**config.mk**
```make
export PLATFORM = sky130hd
export DESIGN_NAME = gpib_device_handshake_top
export DESIGN_NICKNAME = d
export VERILOG_FILES = /design/src/rtl/gdh_pkg.sv /design/src/rtl/gdh_front.sv /design/src/rtl/gdh_queue.sv /design/src/rtl/gdh_back.sv /design/src/rtl/gpib_device_handshake_top.sv
export SDC_FILE = /design/constraint.sdc
export NUM_CORES = 1
export LEC_CHECK = 0
export BUFFER_PORTS_ARGS = -buffer_cell sky130_fd_sc_hd__buf_4
export CAP_MARGIN = 20
export CORE_MARGIN = 3
export CORE_UTILIZATION = 40
export CTS_BUF_LIST = sky130_fd_sc_hd__clkbuf_16
export DETAILED_ROUTE_END_ITERATION = 7
export PLACE_DENSITY = 0.56
export SYNTH_ARGS = -nofsm -noshare
export SYNTH_HDL_FRONTEND = slang
export SYNTH_SLANG_ARGS = --single-unit
```
**constraint.sdc**
```tcl
create_clock -name clk -period 4.6 [get_ports clk]
set_clock_uncertainty 0.1 [all_clocks]
set_input_delay 0.23 -clock clk [delete_from_list [all_inputs] [get_ports clk]]
set_output_delay 0.23 -clock clk [all_outputs]
set_load 0.01 [all_outputs]
```
**src/rtl/gdh_pkg.sv**
```systemverilog
// ----------------------------------------------------------------------------
// gdh_pkg
// Shared types and constants for the GPIB device handshake block.
// ----------------------------------------------------------------------------
package gdh_pkg;

    localparam int QUEUE_DEPTH = 2;

    typedef enum logic [3:0] {
        PH_IDLE       = 4'd0,
        PH_CMD_DAV    = 4'd1,
        PH_CMD_REPLY  = 4'd2,
        PH_CMD_DAVHI  = 4'd3,
        PH_LSN_DAV    = 4'd4,
        PH_LSN_DAVHI  = 4'd5,
        PH_TLK_NDAC   = 4'd6,
        PH_TLK_NRFDHI = 4'd7,
        PH_TLK_FETCH  = 4'd8,
        PH_TLK_NRFDLO = 4'd9,
        PH_TLK_NDACHI = 4'd10,
        PH_TLK_COMMIT = 4'd11,
        PH_TLK_NDACLO = 4'd12
    } phase_t;

    typedef enum logic [2:0] {
        EV_NONE      = 3'd0,
        EV_COMMAND   = 3'd1,
        EV_LISTEN    = 3'd2,
        EV_TALK_TAKEN = 3'd3,
        EV_NO_DEVICE = 3'd4,
        EV_ATN_ABORT = 3'd5,
        EV_TALK_END  = 3'd6
    } ev_t;

    typedef enum logic [1:0] {
        MODE_IDLE    = 2'd0,
        MODE_LISTEN  = 2'd1,
        MODE_TALK    = 2'd2,
        MODE_TALK_TO = 2'd3
    } mode_t;

    // Input kind codes as they arrive on the port.
    localparam logic [1:0] KIND_TICK  = 2'd0;
    localparam logic [1:0] KIND_REPLY = 2'd1;
    localparam logic [1:0] KIND_TX    = 2'd2;

    typedef enum logic [1:0] {
        OP_TICK  = 2'd0,
        OP_REPLY = 2'd1,
        OP_TX    = 2'd2,
        OP_NONE  = 2'd3
    } op_t;

    typedef struct packed {
        op_t         op;
        logic        atn_low;
        logic        dav_low;
        logic        nrfd_low;
        logic        ndac_low;
        logic        eoi_low;
        logic [7:0]  bus_data;
        mode_t       reply_mode;
        logic [7:0]  tx_byte;
        logic        tx_last;
        logic        tx_timeout;
        logic        tx_stop;
    } cmd_t;

endpackage

```
**src/rtl/gdh_front.sv**
```systemverilog
// ----------------------------------------------------------------------------
// gdh_front
// Accepts input beats, decodes the item kind and pushes a command entry.
// ----------------------------------------------------------------------------
module gdh_front
(
    input  logic              in_valid,
    output logic              in_stall,
    input  logic [1:0]        kind,
    input  logic              atn_low,
    input  logic              dav_low,
    input  logic              nrfd_low,
    input  logic              ndac_low,
    input  logic              eoi_low,
    input  logic [7:0]        bus_data,
    input  logic [1:0]        reply_mode,
    input  logic [7:0]        tx_byte,
    input  logic              tx_last,
    input  logic              tx_timeout,
    input  logic              tx_stop,
    input  logic              q_full,
    output logic              q_push,
    output gdh_pkg::cmd_t     q_cmd
);

    assign in_stall = q_full;
    assign q_push   = in_valid && !q_full;

    always_comb
    begin
        q_cmd.atn_low    = atn_low;
        q_cmd.dav_low    = dav_low;
        q_cmd.nrfd_low   = nrfd_low;
        q_cmd.ndac_low   = ndac_low;
        q_cmd.eoi_low    = eoi_low;
        q_cmd.bus_data   = bus_data;
        q_cmd.reply_mode = gdh_pkg::mode_t'(reply_mode);
        q_cmd.tx_byte    = tx_byte;
        q_cmd.tx_last    = tx_last;
        q_cmd.tx_timeout = tx_timeout;
        q_cmd.tx_stop    = tx_stop;
        case (kind)
            gdh_pkg::KIND_TICK:  q_cmd.op = gdh_pkg::OP_TICK;
            gdh_pkg::KIND_REPLY: q_cmd.op = gdh_pkg::OP_REPLY;
            gdh_pkg::KIND_TX:    q_cmd.op = gdh_pkg::OP_TX;
            default:             q_cmd.op = gdh_pkg::OP_NONE;
        endcase
    end

endmodule

```
**src/rtl/gdh_queue.sv**
```systemverilog
// ----------------------------------------------------------------------------
// gdh_queue
// Small command FIFO between the decode front and the handshake engine.
// ----------------------------------------------------------------------------
module gdh_queue
#(
    parameter int DEPTH = gdh_pkg::QUEUE_DEPTH
)
(
    input  logic              clk,
    input  logic              rst_n,
    input  logic              push,
    input  gdh_pkg::cmd_t     push_cmd,
    output logic              full,
    input  logic              pop,
    output logic              head_valid,
    output gdh_pkg::cmd_t     head_cmd
);

    localparam int PTR_W = (DEPTH > 1) ? $clog2(DEPTH) : 1;
    localparam int CNT_W = $clog2(DEPTH + 1);
    localparam logic [PTR_W-1:0] LAST_PTR = PTR_W'(DEPTH - 1);
    localparam logic [CNT_W-1:0] FULL_CNT = CNT_W'(DEPTH);

    gdh_pkg::cmd_t     entry_reg [DEPTH];
    logic [PTR_W-1:0]  wr_ptr_reg;
    logic [PTR_W-1:0]  wr_ptr_next;
    logic [PTR_W-1:0]  rd_ptr_reg;
    logic [PTR_W-1:0]  rd_ptr_next;
    logic [CNT_W-1:0]  count_reg;
    logic [CNT_W-1:0]  count_next;

    assign full       = (count_reg == FULL_CNT);
    assign head_valid = (count_reg != '0);
    assign head_cmd   = entry_reg[rd_ptr_reg];

    always_comb
    begin
        wr_ptr_next = wr_ptr_reg;
        rd_ptr_next = rd_ptr_reg;
        count_next  = count_reg;
        if (push)
        begin
            wr_ptr_next = (wr_ptr_reg == LAST_PTR) ? '0 : wr_ptr_reg + 1'b1;
        end
        if (pop)
        begin
            rd_ptr_next = (rd_ptr_reg == LAST_PTR) ? '0 : rd_ptr_reg + 1'b1;
        end
        if (push && !pop)
        begin
            count_next = count_reg + 1'b1;
        end
        else if (pop && !push)
        begin
            count_next = count_reg - 1'b1;
        end
    end

    always_ff @(posedge clk or negedge rst_n)
    begin
        if (!rst_n)
        begin
            wr_ptr_reg <= '0;
            rd_ptr_reg <= '0;
            count_reg  <= '0;
        end
        else
        begin
            wr_ptr_reg <= wr_ptr_next;
            rd_ptr_reg <= rd_ptr_next;
            count_reg  <= count_next;
        end
    end

    always_ff @(posedge clk)
    begin
        if (push)
        begin
            entry_reg[wr_ptr_reg] <= push_cmd;
        end
    end

    property p_no_overflow;
        @(posedge clk) disable iff (!rst_n)
        full |-> !push;
    endproperty
    a_no_overflow: assert property (p_no_overflow)
        else $error("queue written while full");

    property p_no_underflow;
        @(posedge clk) disable iff (!rst_n)
        pop |-> head_valid;
    endproperty
    a_no_underflow: assert property (p_no_underflow)
        else $error("queue read while empty");

    property p_count_bound;
        @(posedge clk) disable iff (!rst_n)
        count_reg <= FULL_CNT;
    endproperty
    a_count_bound: assert property (p_count_bound)
        else $error("queue count out of range");

endmodule

```
**src/rtl/gdh_back.sv**
```systemverilog
// ----------------------------------------------------------------------------
// gdh_back
// Handshake engine: steps the phase machine per command and holds the result.
// ----------------------------------------------------------------------------
module gdh_back
(
    input  logic              clk,
    input  logic              rst_n,
    input  logic              q_valid,
    input  gdh_pkg::cmd_t     q_cmd,
    output logic              q_pop,
    output logic              out_valid,
    input  logic              out_stall,
    output logic              drive_nrfd_low,
    output logic              drive_ndac_low,
    output logic              drive_dav_low,
    output logic              drive_eoi_low,
    output logic              drive_atna_low,
    output logic              drive_data_enable,
    output logic [7:0]        data_out,
    output logic [2:0]        event_res,
    output logic [7:0]        event_byte,
    output logic              event_eoi,
    output logic [3:0]        phase
);

    gdh_pkg::phase_t phase_reg;
    gdh_pkg::phase_t phase_next;
    logic            bus_active_reg;
    logic            bus_active_next;
    gdh_pkg::mode_t  mode_reg;
    gdh_pkg::mode_t  mode_next;
    logic [7:0]      tx_hold_reg;
    logic [7:0]      tx_hold_next;
    logic            tx_eof_reg;
    logic            tx_eof_next;

    gdh_pkg::ev_t    ev;
    logic [7:0]      ev_byte;
    logic            ev_eoi;
    logic            nrfd_o;
    logic            ndac_o;
    logic            dav_o;
    logic            eoi_o;
    logic            atna_o;
    logic            den_o;

    logic            out_valid_reg;
    logic            nrfd_reg;
    logic            ndac_reg;
    logic            dav_reg;
    logic            eoi_reg;
    logic            atna_reg;
    logic            den_reg;
    logic [7:0]      data_reg;
    gdh_pkg::ev_t    ev_reg;
    logic [7:0]      ev_byte_reg;
    logic            ev_eoi_reg;
    logic [3:0]      phase_out_reg;

    // A command is taken whenever the result register is empty or drains now.
    assign q_pop = q_valid && (!out_valid_reg || !out_stall);

    always_comb
    begin
        phase_next      = phase_reg;
        bus_active_next = bus_active_reg;
        mode_next       = mode_reg;
        tx_hold_next    = tx_hold_reg;
        tx_eof_next     = tx_eof_reg;
        ev              = gdh_pkg::EV_NONE;
        ev_byte         = '0;
        ev_eoi          = 1'b0;

        case (q_cmd.op)
            gdh_pkg::OP_TICK:
            begin
                case (phase_reg)
                    gdh_pkg::PH_IDLE:
                    begin
                        if (!q_cmd.atn_low)
                        begin
                            bus_active_next = 1'b1;
                        end
                        else if (bus_active_reg)
                        begin
                            mode_next  = gdh_pkg::MODE_IDLE;
                            phase_next = gdh_pkg::PH_CMD_DAV;
                        end
                    end
                    gdh_pkg::PH_CMD_DAV:
                    begin
                        if (!q_cmd.atn_low)
                        begin
                            case (mode_reg)
                                gdh_pkg::MODE_LISTEN:
                                begin
                                    phase_next = gdh_pkg::PH_LSN_DAV;
                                end
                                gdh_pkg::MODE_TALK:
                                begin
                                    tx_eof_next = 1'b0;
                                    phase_next  = gdh_pkg::PH_TLK_NDAC;
                                end
                                default:
                                begin
                                    tx_eof_next = 1'b0;
                                    phase_next  = gdh_pkg::PH_IDLE;
                                end
                            endcase
                        end
                        else if (q_cmd.dav_low)
                        begin
                            ev         = gdh_pkg::EV_COMMAND;
                            ev_byte    = q_cmd.bus_data;
                            phase_next = gdh_pkg::PH_CMD_REPLY;
                        end
                    end
                    gdh_pkg::PH_CMD_DAVHI:
                    begin
                        if (!q_cmd.dav_low)
                        begin
                            phase_next = gdh_pkg::PH_CMD_DAV;
                        end
                    end
                    gdh_pkg::PH_LSN_DAV:
                    begin
                        if (q_cmd.atn_low)
                        begin
                            ev          = gdh_pkg::EV_ATN_ABORT;
                            tx_eof_next = 1'b0;
                            phase_next  = gdh_pkg::PH_IDLE;
                        end
                        else if (q_cmd.dav_low)
                        begin
                            ev         = gdh_pkg::EV_LISTEN;
                            ev_byte    = q_cmd.bus_data;
                            ev_eoi     = q_cmd.eoi_low;
                            phase_next = gdh_pkg::PH_LSN_DAVHI;
                        end
                    end
                    gdh_pkg::PH_LSN_DAVHI:
                    begin
                        if (!q_cmd.dav_low)
                        begin
                            phase_next = gdh_pkg::PH_LSN_DAV;
                        end
                    end
                    gdh_pkg::PH_TLK_NDAC:
                    begin
                        if (q_cmd.ndac_low || q_cmd.atn_low)
                        begin
                            phase_next = gdh_pkg::PH_TLK_NRFDHI;
                        end
                    end
                    gdh_pkg::PH_TLK_NRFDHI:
                    begin
                        if (q_cmd.atn_low)
                        begin
                            ev          = gdh_pkg::EV_ATN_ABORT;
                            tx_eof_next = 1'b0;
                            phase_next  = gdh_pkg::PH_IDLE;
                        end
                        else if (!q_cmd.nrfd_low)
                        begin
                            phase_next = gdh_pkg::PH_TLK_FETCH;
                        end
                    end
                    gdh_pkg::PH_TLK_NRFDLO:
                    begin
                        if (q_cmd.atn_low)
                        begin
                            ev          = gdh_pkg::EV_ATN_ABORT;
                            tx_eof_next = 1'b0;
                            phase_next  = gdh_pkg::PH_IDLE;
                        end
                        else if (!q_cmd.ndac_low && !q_cmd.nrfd_low)
                        begin
                            // Both lines released: nobody is listening.
                            ev          = gdh_pkg::EV_NO_DEVICE;
                            tx_eof_next = 1'b0;
                            phase_next  = gdh_pkg::PH_IDLE;
                        end
                        else if (q_cmd.nrfd_low)
                        begin
                            phase_next = gdh_pkg::PH_TLK_NDACHI;
                        end
                    end
                    gdh_pkg::PH_TLK_NDACHI:
                    begin
                        if (q_cmd.atn_low)
                        begin
                            ev          = gdh_pkg::EV_ATN_ABORT;
                            tx_eof_next = 1'b0;
                            phase_next  = gdh_pkg::PH_IDLE;
                        end
                        else if (!q_cmd.ndac_low)
                        begin
                            ev         = gdh_pkg::EV_TALK_TAKEN;
                            phase_next = gdh_pkg::PH_TLK_COMMIT;
                        end
                    end
                    gdh_pkg::PH_TLK_NDACLO:
                    begin
                        if (q_cmd.atn_low)
                        begin
                            ev          = gdh_pkg::EV_ATN_ABORT;
                            tx_eof_next = 1'b0;
                            phase_next  = gdh_pkg::PH_IDLE;
                        end
                        else if (q_cmd.ndac_low)
                        begin
                            if (tx_eof_reg)
                            begin
                                ev          = gdh_pkg::EV_TALK_END;
                                tx_eof_next = 1'b0;
                                phase_next  = gdh_pkg::PH_IDLE;
                            end
                            else
                            begin
                                phase_next = gdh_pkg::PH_TLK_NRFDHI;
                            end
                        end
                    end
                    default:
                    begin
                    end
                endcase
            end
            gdh_pkg::OP_REPLY:
            begin
                if (phase_reg == gdh_pkg::PH_CMD_REPLY)
                begin
                    mode_next  = q_cmd.reply_mode;
                    phase_next = gdh_pkg::PH_CMD_DAVHI;
                end
            end
            gdh_pkg::OP_TX:
            begin
                if (phase_reg == gdh_pkg::PH_TLK_FETCH)
                begin
                    if (q_cmd.tx_timeout)
                    begin
                        ev          = gdh_pkg::EV_TALK_END;
                        tx_eof_next = 1'b0;
                        phase_next  = gdh_pkg::PH_IDLE;
                    end
                    else
                    begin
                        tx_hold_next = q_cmd.tx_byte;
                        tx_eof_next  = q_cmd.tx_last;
                        phase_next   = gdh_pkg::PH_TLK_NRFDLO;
                    end
                end
                else if (phase_reg == gdh_pkg::PH_TLK_COMMIT)
                begin
                    if (q_cmd.tx_stop)
                    begin
                        ev          = gdh_pkg::EV_TALK_END;
                        tx_eof_next = 1'b0;
                        phase_next  = gdh_pkg::PH_IDLE;
                    end
                    else
                    begin
                        phase_next = gdh_pkg::PH_TLK_NDACLO;
                    end
                end
            end
            default:
            begin
            end
        endcase

        // Line drives follow the phase the step lands in.
        nrfd_o = 1'b0;
        ndac_o = 1'b0;
        dav_o  = 1'b0;
        eoi_o  = 1'b0;
        atna_o = 1'b0;
        den_o  = 1'b0;
        case (phase_next)
            gdh_pkg::PH_CMD_DAV:
            begin
                atna_o = 1'b1;
                ndac_o = 1'b1;
            end
            gdh_pkg::PH_CMD_REPLY,
            gdh_pkg::PH_CMD_DAVHI:
            begin
                atna_o = 1'b1;
                nrfd_o = 1'b1;
            end
            gdh_pkg::PH_LSN_DAV:
            begin
                ndac_o = 1'b1;
            end
            gdh_pkg::PH_LSN_DAVHI:
            begin
                nrfd_o = 1'b1;
            end
            gdh_pkg::PH_TLK_NRFDLO,
            gdh_pkg::PH_TLK_NDACHI:
            begin
                den_o = 1'b1;
                dav_o = 1'b1;
                eoi_o = tx_eof_next;
            end
            gdh_pkg::PH_TLK_NDAC,
            gdh_pkg::PH_TLK_NRFDHI,
            gdh_pkg::PH_TLK_FETCH,
            gdh_pkg::PH_TLK_COMMIT,
            gdh_pkg::PH_TLK_NDACLO:
            begin
                den_o = 1'b1;
            end
            default:
            begin
            end
        endcase
    end

    always_ff @(posedge clk or negedge rst_n)
    begin
        if (!rst_n)
        begin
            phase_reg      <= gdh_pkg::PH_IDLE;
            bus_active_reg <= 1'b0;
            mode_reg       <= gdh_pkg::MODE_IDLE;
            tx_hold_reg    <= '0;
            tx_eof_reg     <= 1'b0;
            out_valid_reg  <= 1'b0;
        end
        else
        begin
            if (q_pop)
            begin
                phase_reg      <= phase_next;
                bus_active_reg <= bus_active_next;
                mode_reg       <= mode_next;
                tx_hold_reg    <= tx_hold_next;
                tx_eof_reg     <= tx_eof_next;
                out_valid_reg  <= 1'b1;
            end
            else if (!out_stall)
            begin
                out_valid_reg <= 1'b0;
            end
        end
    end

    always_ff @(posedge clk)
    begin
        if (q_pop)
        begin
            nrfd_reg      <= nrfd_o;
            ndac_reg      <= ndac_o;
            dav_reg       <= dav_o;
            eoi_reg       <= eoi_o;
            atna_reg      <= atna_o;
            den_reg       <= den_o;
            data_reg      <= den_o ? tx_hold_next : 8'd0;
            ev_reg        <= ev;
            ev_byte_reg   <= ev_byte;
            ev_eoi_reg    <= ev_eoi;
            phase_out_reg <= phase_next;
        end
    end

    assign out_valid         = out_valid_reg;
    assign drive_nrfd_low    = nrfd_reg;
    assign drive_ndac_low    = ndac_reg;
    assign drive_dav_low     = dav_reg;
    assign drive_eoi_low     = eoi_reg;
    assign drive_atna_low    = atna_reg;
    assign drive_data_enable = den_reg;
    assign data_out          = data_reg;
    assign event_res         = ev_reg;
    assign event_byte        = ev_byte_reg;
    assign event_eoi         = ev_eoi_reg;
    assign phase             = phase_out_reg;

    // Once ATN has been seen high the bus stays live until reset.
    property p_bus_active_sticky;
        @(posedge clk) disable iff (!rst_n)
        bus_active_reg |=> bus_active_reg;
    endproperty
    a_bus_active_sticky: assert property (p_bus_active_sticky)
        else $error("bus_active cleared after being set");

    // The reported phase always matches the engine state it came from.
    property p_phase_tracks;
        @(posedge clk) disable iff (!rst_n)
        q_pop |=> (phase_out_reg == phase_reg);
    endproperty
    a_phase_tracks: assert property (p_phase_tracks)
        else $error("reported phase differs from engine phase");

    // A talker never pulls the listener lines.
    property p_talk_lines;
        @(posedge clk) disable iff (!rst_n)
        (out_valid_reg && den_reg) |-> (!nrfd_reg && !ndac_reg && !atna_reg);
    endproperty
    a_talk_lines: assert property (p_talk_lines)
        else $error("listener line driven while talking");

    // EOI flag on a result belongs to a listen beat only.
    property p_eoi_event;
        @(posedge clk) disable iff (!rst_n)
        (out_valid_reg && ev_eoi_reg) |-> (ev_reg == gdh_pkg::EV_LISTEN);
    endproperty
    a_eoi_event: assert property (p_eoi_event)
        else $error("event_eoi set on a non-listen event");

endmodule

```
**src/rtl/gpib_device_handshake_top.sv**
```systemverilog
// ----------------------------------------------------------------------------
// gpib_device_handshake_top
// Device side of the GPIB three-wire handshake with ATN and EOI handling.
// ----------------------------------------------------------------------------
// Throughput: one item per clock while out_stall is low and the queue has room;
// the phase engine steps once per popped command. A beat is first written into
// the command queue, then steps the engine and loads the result register.
// Reset (rst_n low, asynchronous): idle phase, bus inactive, mode idle,
// held talk byte zero, queue and result register empty.
module gpib_device_handshake_top
#(
    parameter int QUEUE_DEPTH = gdh_pkg::QUEUE_DEPTH
)
(
    input  logic        clk,
    input  logic        rst_n,
    input  logic        in_valid,
    output logic        in_stall,
    input  logic [1:0]  kind,
    input  logic        atn_low,
    input  logic        dav_low,
    input  logic        nrfd_low,
    input  logic        ndac_low,
    input  logic        eoi_low,
    input  logic [7:0]  bus_data,
    input  logic [1:0]  reply_mode,
    input  logic [7:0]  tx_byte,
    input  logic        tx_last,
    input  logic        tx_timeout,
    input  logic        tx_stop,
    output logic        out_valid,
    input  logic        out_stall,
    output logic        drive_nrfd_low,
    output logic        drive_ndac_low,
    output logic        drive_dav_low,
    output logic        drive_eoi_low,
    output logic        drive_atna_low,
    output logic        drive_data_enable,
    output logic [7:0]  data_out,
    output logic [2:0]  event_res,
    output logic [7:0]  event_byte,
    output logic        event_eoi,
    output logic [3:0]  phase
);

    logic           q_full;
    logic           q_push;
    gdh_pkg::cmd_t  q_push_cmd;
    logic           q_pop;
    logic           q_valid;
    gdh_pkg::cmd_t  q_head_cmd;

    gdh_front u_front
    (
        .in_valid   (in_valid),
        .in_stall   (in_stall),
        .kind       (kind),
        .atn_low    (atn_low),
        .dav_low    (dav_low),
        .nrfd_low   (nrfd_low),
        .ndac_low   (ndac_low),
        .eoi_low    (eoi_low),
        .bus_data   (bus_data),
        .reply_mode (reply_mode),
        .tx_byte    (tx_byte),
        .tx_last    (tx_last),
        .tx_timeout (tx_timeout),
        .tx_stop    (tx_stop),
        .q_full     (q_full),
        .q_push     (q_push),
        .q_cmd      (q_push_cmd)
    );

    gdh_queue
    #(
        .DEPTH (QUEUE_DEPTH)
    )
    u_queue
    (
        .clk        (clk),
        .rst_n      (rst_n),
        .push       (q_push),
        .push_cmd   (q_push_cmd),
        .full       (q_full),
        .pop        (q_pop),
        .head_valid (q_valid),
        .head_cmd   (q_head_cmd)
    );

    gdh_back u_back
    (
        .clk               (clk),
        .rst_n             (rst_n),
        .q_valid           (q_valid),
        .q_cmd             (q_head_cmd),
        .q_pop             (q_pop),
        .out_valid         (out_valid),
        .out_stall         (out_stall),
        .drive_nrfd_low    (drive_nrfd_low),
        .drive_ndac_low    (drive_ndac_low),
        .drive_dav_low     (drive_dav_low),
        .drive_eoi_low     (drive_eoi_low),
        .drive_atna_low    (drive_atna_low),
        .drive_data_enable (drive_data_enable),
        .data_out          (data_out),
        .event_res         (event_res),
        .event_byte        (event_byte),
        .event_eoi         (event_eoi),
        .phase             (phase)
    );

endmodule
```
==> results of run 1 <==
## worst min-delay path by stage
stage | to | start | slack (ns) | cells after the start
after floorplan | u_back.bus_active_reg$_DFFE_PN0P_ | rst_n | -0.17 | 0
after global placement | u_back.phase_reg[3]$_DFFE_PN0P_ | rst_n | 0.05 | 1
after detailed placement | u_back.phase_reg[3]$_DFFE_PN0P_ | rst_n | 0.05 | 1
after CTS | u_queue.wr_ptr_reg$_DFFE_PN0P_ | in_valid | 0.11 | 3
after global routing | u_queue.wr_ptr_reg$_DFFE_PN0P_ | in_valid | 0.12 | 3
final | u_queue.wr_ptr_reg$_DFFE_PN0P_ | in_valid | 0.12 | 3
## per-stage QoR
stage | area, um^2 | setup WS (ns) | utilization [%] | cells
floorplan | 5131 | 2.253 | - | 411
detailed placement | 5720 | 1.654 | 46.65 | 623
CTS | 6314 | 1.625 | 51.49 | 669
global placement | 5720 | 1.685 | 46.65 | 623
global route | 6314 | 1.377 | 51.49 | 669
finish | 6314 | 1.561 | 51.49 | 669
## worst reg2reg max path, delay by kind of cell (launching register included)
| kind | cells | cell delay (ns) |
|---|---|---|
| AO/OA/AOI/OAI | 6 | 1.37 |
| flip-flops | 1 | 0.99 |
| AND/OR/NAND/NOR | 1 | 0.32 |
## area by class of cell
cell class	instances	share of cell area [%]
clock inverters	7	1.070
flip-flops and latches	107	49.25
clock buffers	9	3.567
repair buffers	99	12.96
well taps	168	3.329
multi-input cells	266	29.05
inverters	13	0.7729
## cell usage after synthesis (all sizes together), types with 2 or more instances
| master | count |
|---|---|
| a211o | 3 |
| a211oi | 10 |
| a21o | 3 |
| a21oi | 24 |
| a311oi | 2 |
| a31oi | 3 |
| and3 | 3 |
| buf | 17 |
| clkbuf | 8 |
| dfrtp | 21 |
| edfxtp | 86 |
| ha | 3 |
| inv | 13 |
| mux2 | 7 |
| mux2i | 24 |
| nand2 | 33 |
| nand2b | 9 |
| nand3 | 10 |
| nand4 | 3 |
| nor2 | 39 |
| nor2b | 5 |
| nor3 | 12 |
| nor3b | 2 |
| nor4 | 6 |
| nor4b | 2 |
| o211ai | 4 |
| o21ai | 19 |
| o221ai | 2 |
| o311ai | 2 |
| o31ai | 3 |
| o32a | 4 |
| o32ai | 3 |
| or3 | 2 |
| xnor2 | 5 |
| xor2 | 2 |
## routing by layer
layer	part of all wire (%)	GRT usage, %	wire, um	vias up
li1	-	-	-	1712
met1	47	23.70	5409	1691
met2	45	25.47	5228	113
met3	4.7	3.324	544	24
met4	2.7	7.386	311	0
met5	0	0	0	-
## power groups by stage
stage / Clock (mW) / Combinational [mW] / Sequential, mW
after detailed placement: 0 / 1.39 / 1.67
final: 0.766 / 1.41 / 1.66
after global routing: 0.835 / 1.56 / 1.70
after CTS: 0.785 / 1.42 / 1.66
after global placement: 0 / 1.39 / 1.67
after floorplan: 0 / 1.05 / 1.56
## repair_timing
action / CTS / global route
endpoints found under the hold margin: 78 / 0
buffers inserted: 0 / 0
hold buffers: 30 / 0
## kinds of logic after synthesis
logic type | after synthesis | synth area share (%)
AND/OR/NAND/NOR | 134 | 13.53
adder cells (fa/ha/maj) | 3 | 0.7316
multiplexers | 31 | 6.681
buffers and inverters | 38 | 3.731
XOR/XNOR | 7 | 1.195
AO/OA/AOI/OAI | 91 | 13.56
flip-flops | 107 | 60.57
==> summary.txt, run 1 <==
============================================================================
Buffer levels on the longest clock path .......................            2
Post-synthesis instance area ..................................    5131 um^2
Slowest library cell on the worst path ........................      dfrtp_1
Total track usage .............................................       16.90%
Static leakage ................................................     2.400 nW
Max incr delay on CP ..........................................      0.99 ns
Clock-pin slew on the worst setup and hold paths ..............      0.07 ns
Clock buffers created by TritonCTS ............................            9
DRC errors left ...............................................            0
Row count .....................................................           40
Maximum resistive drop on vdd .................................     344.8 uV
CTS tree ......................................................         done
Synthesized area per cell .....................................   12.48 um^2
Top cell type's share of synthesized area .....................       50.33%
Leftover overflow at the end of global routing ................            0
Antenna violations before repair ..............................            0
Power share of the clock group ................................        20.0%
Port Buf Inserts ..............................................           63
Run status .................................................... finished, final reports clean
Worst path required time ......................................      4.59 ns
Start of the worst register-to-register path .................. u_back.phase_reg[0]$_DFFE_PN0P_
Worst hold path class .........................................    in -> reg
Synth-to-Final Area Change ....................................       23.04%
Total power density per cell area ............................. 607.0 nW/um^2
Fraction of final layout cells sized beyond drive strength 1 ..       23.35%
Number of routed nets with antenna violations .................            0
Startpoint types ..............................................     register
Slew Viols, Final .............................................            0
Initial Utilization ...........................................       41.85%
Internal Dissipation ..........................................     2.405 mW
Multi-input logic area ........................................    1834 um^2
Overall routed net length .....................................     11.49 mm
Number of gates on the worst path with buffers counted ........            7
Part of the Yosys area used for sequential elements ...........       60.57%
Net switching power of the design .............................     1.428 mW
Reg2Reg Setup Slack ...........................................      1.56 ns
Peak Freq .....................................................    329.0 MHz
Library cell with the largest summed area after synthesis .....     edfxtp_1
Setup TNS .....................................................         0 ns
Net Sw Frac ...................................................       37.25%
Post-synth net total ..........................................          446
Cell depth of the worst flop-to-flop path .....................            7
Start-to-end type of the worst setup path .....................   reg -> reg
Post-route minimum period .....................................     3.039 ns
Post-CTS resize count .........................................            0
Overall via count from detail_route ...........................         3540
Series of cell instances along the critical path .............. and2_1 > a21oi_1 > a211oi_2 > o21ai_0 > a211o_1 > o21ai_4 > a211oi_2
Fill cell total of the finished layout ........................         1097
Setup-violating endpoint count in the final report ............            0
Worst setup path startpoint ................................... u_back.phase_reg[0]$_DFFE_PN0P_
Number of clock sinks seen by CTS .............................          107
Endpoints failing hold ........................................            0
Library cell appearing most often on the critical path ........     a211oi_2
Worst Setup End Kind ..........................................     register
Post-synth EDFFs ..............................................           86
Setup repair after global routing missed its margin ...........        false
Core region area ..............................................   12260 um^2
Detail Placement HPWL .........................................     7.570 mm
Width of the die ..............................................     119.3 um
Synthesized instance count ....................................          411
Final estimated routing congestion in global placement ........       0.9206
Most frequent cells in the layout ............................. 86 x edfxtp_1, 69 x buf_4, 37 x nor2_1
Maximum number of pins on one net before global-route repair ..           36
IO Pins .......................................................           64
RR Endpoint ................................................... u_back.data_out[7]$_SDFFCE_PN0P_
Logic gate share of total power ...............................        36.8%
Family with the most delay on the worst path .................. compound AO/OA/AOI/OAI gates
Wirelength per Cell ...........................................     17.18 um
Max capacitance violation total ...............................            0
Number of iterations in the first detailed-routing pass .......            5
Portion of total power attributed to sequential cells .........        43.2%
Total chip power ..............................................     3.833 mW
Flip-flop and latch area ......................................    3109 um^2
Arrival time at the worst endpoint ............................      3.03 ns
Vias in the first global route ................................         3515
Count of state elements after synthesis .......................          107
Die Outline Area ..............................................   14220 um^2
First-pass GRT wire length ....................................     18.91 mm
Max transition margin .........................................       34.67%
Number of flip-flops in the largest register ..................           56
Pin slew with the least headroom to its limit .................    0.9799 ns
Crit path to .................................................. u_back.data_out[7]$_SDFFCE_PN0P_
Most area-consuming cells after synthesis ..................... edfxtp_1 50%, dfrtp_1 10%, mux2i_1 4.3%
Most common library cell in the layout ignoring fill and taps .     edfxtp_1
Count of cell types in the netlist ............................           71
Clock Root Buffer .............................................    clkbuf_16
Fin Hold WS ...................................................    0.1206 ns
Worst-path fanout max .........................................           32
Number of H-tree branching levels .............................            3
Latest clock arrival within the worst-skew pair ...............      0.35 ns
Iteration-0 DRC Markers .......................................          333
Net count of the finished layout ..............................          531
Number of diodes added for antenna fixing .....................            0
Number of buffer and inverter stages on the critical path .....            0
Via density ...................................................        5.291
Post-route clock period utilization ...........................       66.07%
Most common flop cell mapped by yosys .........................     edfxtp_1
Post-synthesis async set-or-reset flop share ..................       19.63%
Chip height ...................................................     119.3 um
Total of warnings raised by yosys .............................            0
============================================================================
No activity file was read; power rests on OpenSTA's default activity.
==> run 2: changes to the inputs <==
- ABC_AREA: default -> 1
- PLACE_DENSITY: 0.56 -> 0.58
- clock period: 4.6 -> 2.6 ns (I/O delays scaled with it)
==> run 2 against run 1 <==
  * Worst hold slack lost 0.018 ns
  * Global-route usage grew 0.85 points
  * Count of clock-buffer cells in the layout is the same
  * Cell count grew 7.2%
  * Highest routed layer unchanged
  * Via count is essentially flat
  * Sequential power grew 69%
==> summary.txt, run 2 <==
============================================================================
Total power density per cell area ............................. 1164 nW/um^2   +92%
Post-synth EDFFs ..............................................           86   unchanged
Setup TNS .....................................................         0 ns   unchanged
Fill cell total of the finished layout ........................         1060   -3.4%
Cell depth of the worst flop-to-flop path .....................           12   +5
Number of buffer and inverter stages on the critical path .....            1   +1
Library cell with the largest summed area after synthesis .....     edfxtp_1
Detail Placement HPWL .........................................     7.813 mm   +3.2%
Max transition margin .........................................       69.11%   +34 points
Start-to-end type of the worst setup path .....................   reg -> reg
Slew Viols, Final .............................................            0   unchanged
Buffer levels on the longest clock path .......................            2   unchanged
Post-synth net total ..........................................          500   +12%
Synthesized instance count ....................................          465   +13%
Maximum number of pins on one net before global-route repair ..           30   -17%
Post-synthesis async set-or-reset flop share ..................       19.63%   unchanged
Post-placement setup slack ....................................    0.1672 ns   -1.487 ns
Latest clock arrival within the worst-skew pair ...............      0.35 ns   about the same
Run status .................................................... finished, final reports clean
Max capacitance violation total ...............................            0   unchanged
Antenna violations before repair ..............................            0   unchanged
Routed length on met1 .........................................     5.475 mm   +1.2%
IO Pins .......................................................           64   unchanged
Post-route clock period utilization ...........................       92.16%   +26 points
Most area-consuming cells after synthesis ..................... edfxtp_1 53%, dfrtp_1 11%, nand2_1 7.5%
Library cell appearing most often on the critical path ........      nand2_1
Die Outline Area ..............................................   13640 um^2   -4.1%
Total of warnings raised by yosys .............................            0   unchanged
Most frequent cells in the layout ............................. 98 x nand2_1, 86 x edfxtp_1, 77 x buf_4
Endpoints failing hold ........................................            0   unchanged
Leftover overflow at the end of global routing ................            0   unchanged
Synth-to-Final Area Change ....................................       26.11%
Most frequent cells after synthesis ........................... 98 x nand2_1, 86 x edfxtp_1, 52 x nor2_1
Initial Utilization ...........................................       41.93%   +0.087 points
Family with the most delay on the worst path .................. simple AND/OR/NAND/NOR gates
Static leakage ................................................     2.542 nW   +5.9%
Final core utilization ........................................       52.88%   +1.4 points
Most common cell in the synthesized netlist ...................      nand2_1
DRC errors left ...............................................            0   unchanged
Multi-input logic area ........................................    1574 um^2   -14%
Maximum resistive drop on vdd .................................     625.5 uV   +81%
Iteration-0 DRC Markers .......................................          236   -29%
Final critical-path setup slack ...............................    0.2039 ns   -1.357 ns
Post-synthesis instance area ..................................    4911 um^2   -4.3%
Max incr delay on CP ..........................................      0.50 ns   -0.49 ns
Overall routed net length .....................................     11.18 mm   -2.7%
Synthesized area per cell .....................................   10.56 um^2   -15%
Fin Hold WS ...................................................    0.1023 ns   -0.01835 ns
Area of placed instances ......................................    5580 um^2   -2.4%
First-pass GRT wire length ....................................     18.45 mm   -2.4%
Via density ...................................................        4.941   -6.6%
Port Buf Inserts ..............................................           63   unchanged
Number of routed nets with antenna violations .................            0   unchanged
Most common flop cell mapped by yosys .........................     edfxtp_1
Worst path required time ......................................      2.59 ns   -2.00 ns
Arrival time at the worst endpoint ............................      2.39 ns   -0.64 ns
Number of flip-flops in the largest register ..................           56   unchanged
Clock-pin slew on the worst setup and hold paths ..............      0.07 ns   about the same
CTS tree ......................................................         done
Number of diodes added for antenna fixing .....................            0   unchanged
Row count .....................................................           39   -2.5%
Series of cell instances along the critical path .............. inv_2 > nand2_1 > nor2_2 > nand2_1 > o21ai_1 > nor2_1 > nand2_1 > nand2_2 > nand3_1 > nand2_2 > nor2_8 > nor3_2
Wirelength per Cell ...........................................     15.59 um   -9.2%
Routed wl met2 ................................................     4.936 mm   -5.6%
Setup-violating endpoint count in the final report ............            0   unchanged
Net count of the finished layout ..............................          604   +14%
Width of the die ..............................................     116.8 um   -2.1%
Number of H-tree branching levels .............................            3   unchanged
Startpoint types ..............................................     register
Worst hold path class .........................................  in -> async
Vias in the first global route ................................         3543   +0.80%
Count of state elements after synthesis .......................          107   unchanged
Cell area after layout ........................................    6193 um^2   -1.9%
Flip-flop and latch area ......................................    3110 um^2   about the same
Worst-path fanout max .........................................            9   -72%
Core region area ..............................................   11710 um^2   -4.5%
Number of iterations in the first detailed-routing pass .......            4   -1
Final estimated routing congestion in global placement ........       0.9302   +1.0%
Pin slew with the least headroom to its limit .................    0.4586 ns   -0.5213 ns
Number of clock sinks seen by CTS .............................          107   unchanged
Post-route minimum period .....................................     2.396 ns   -0.6432 ns
Number of gates on the worst path with buffers counted ........           12   +5
Count of cell types in the netlist ............................           41   -42%
Top cell type's share of synthesized area .....................       52.59%   +2.3 points
Most common library cell in the layout ignoring fill and taps .      nand2_1
Overall via count from detail_route ...........................         3543   +0.085%
Total track usage .............................................       17.75%   +0.85 points
Chip height ...................................................     116.8 um   -2.1%
Highest routing layer actually used ...........................         met4
Part of the Yosys area used for sequential elements ...........       63.29%   +2.7 points
Peak Freq .....................................................    417.3 MHz   +27%
Detailed-routed wire length on met3 ...........................       609 um   +12%
Fraction of final layout cells sized beyond drive strength 1 ..       26.13%   +2.8 points
Setup repair after global routing missed its margin ...........        false
Worst Setup End Kind ..........................................     register
Clock buffers created by TritonCTS ............................            9   unchanged
Slowest library cell on the worst path ........................      dfrtp_1
Clock Root Buffer .............................................    clkbuf_16
============================================================================
[run 2: final timing paths]
check / endpoint / slack, ns / start
setup / recovery: u_back.data_out[2]$_SDFFCE_PN0P_ / 0.20 / u_back.phase_reg[3]$_DFFE_PN0P_
hold / removal: u_queue.count_reg[1]$_DFFE_PN0P_ / 0.10 / rst_n
setup reg to reg: u_back.data_out[2]$_SDFFCE_PN0P_ / 0.20 / u_back.phase_reg[3]$_DFFE_PN0P_
hold reg to reg: u_back.tx_hold_reg[6]$_DFFE_PN0P_ / 0.39 / u_back.tx_hold_reg[6]$_DFFE_PN0P_
max in group asynchronous: u_queue.rd_ptr_reg$_DFFE_PN0P_ / 2.05 / rst_n
min in group clk: u_queue.wr_ptr_reg$_DFFE_PN0P_ / 0.20 / in_valid
[run 2: final cells by class]
cell class,instances,area share (%)
sequential,107,50.22
multi-input combinational,301,25.41
timing repair buffer,107,14.18
clock buffer,9,3.636
tap,143,2.889
inverter,43,2.606
clock inverter,7,1.051
[run 2: cells by family (layout without fill, tap and decap cells)]
logic type | count (synthesis) | in the layout | synth area share (%)
simple gates | 217 | 217 | 21.32
xor+xnor | 3 | 3 | 0.5351
flops | 107 | 107 | 63.29
compound gates | 76 | 76 | 8.816
mux | 2 | 2 | 0.4077
buf+inv | 57 | 166 | 4.866
fa+ha+maj | 3 | 3 | 0.7644
[run 2: what timing repair did]
item / CTS / global route
endpoints found under the setup margin: 0 / 12
hold endpoints to repair: 78 / 0
gates resized for setup: 0 / 3
buffers inserted: 0 / 2
hold buffers: 30 / 0
[run 2: routing by layer]
layer	GRT usage, %	vias up
met2	26.13	106
met4	5.122	0
met1	25.90	1629
li1	-	1790
met3	4.884	18
met5	0	-
[run 2: report_power, final]
group          switching (mW)  total [mW]  leakage (nW)  internal, mW
Sequential              0.258        2.81          1.10          2.55
Clock                   0.659        1.32         0.131         0.665
Combinational            2.02        3.07          1.32          1.06
[run 2: stage by stage]
step           instances  power (mW)
6_report             717       7.207
3_5_place_dp         669       5.886
2_1_floorplan        465       4.847
3_3_place_gp         669       5.850
4_1_cts              715       7.258
5_1_grt              717       7.758
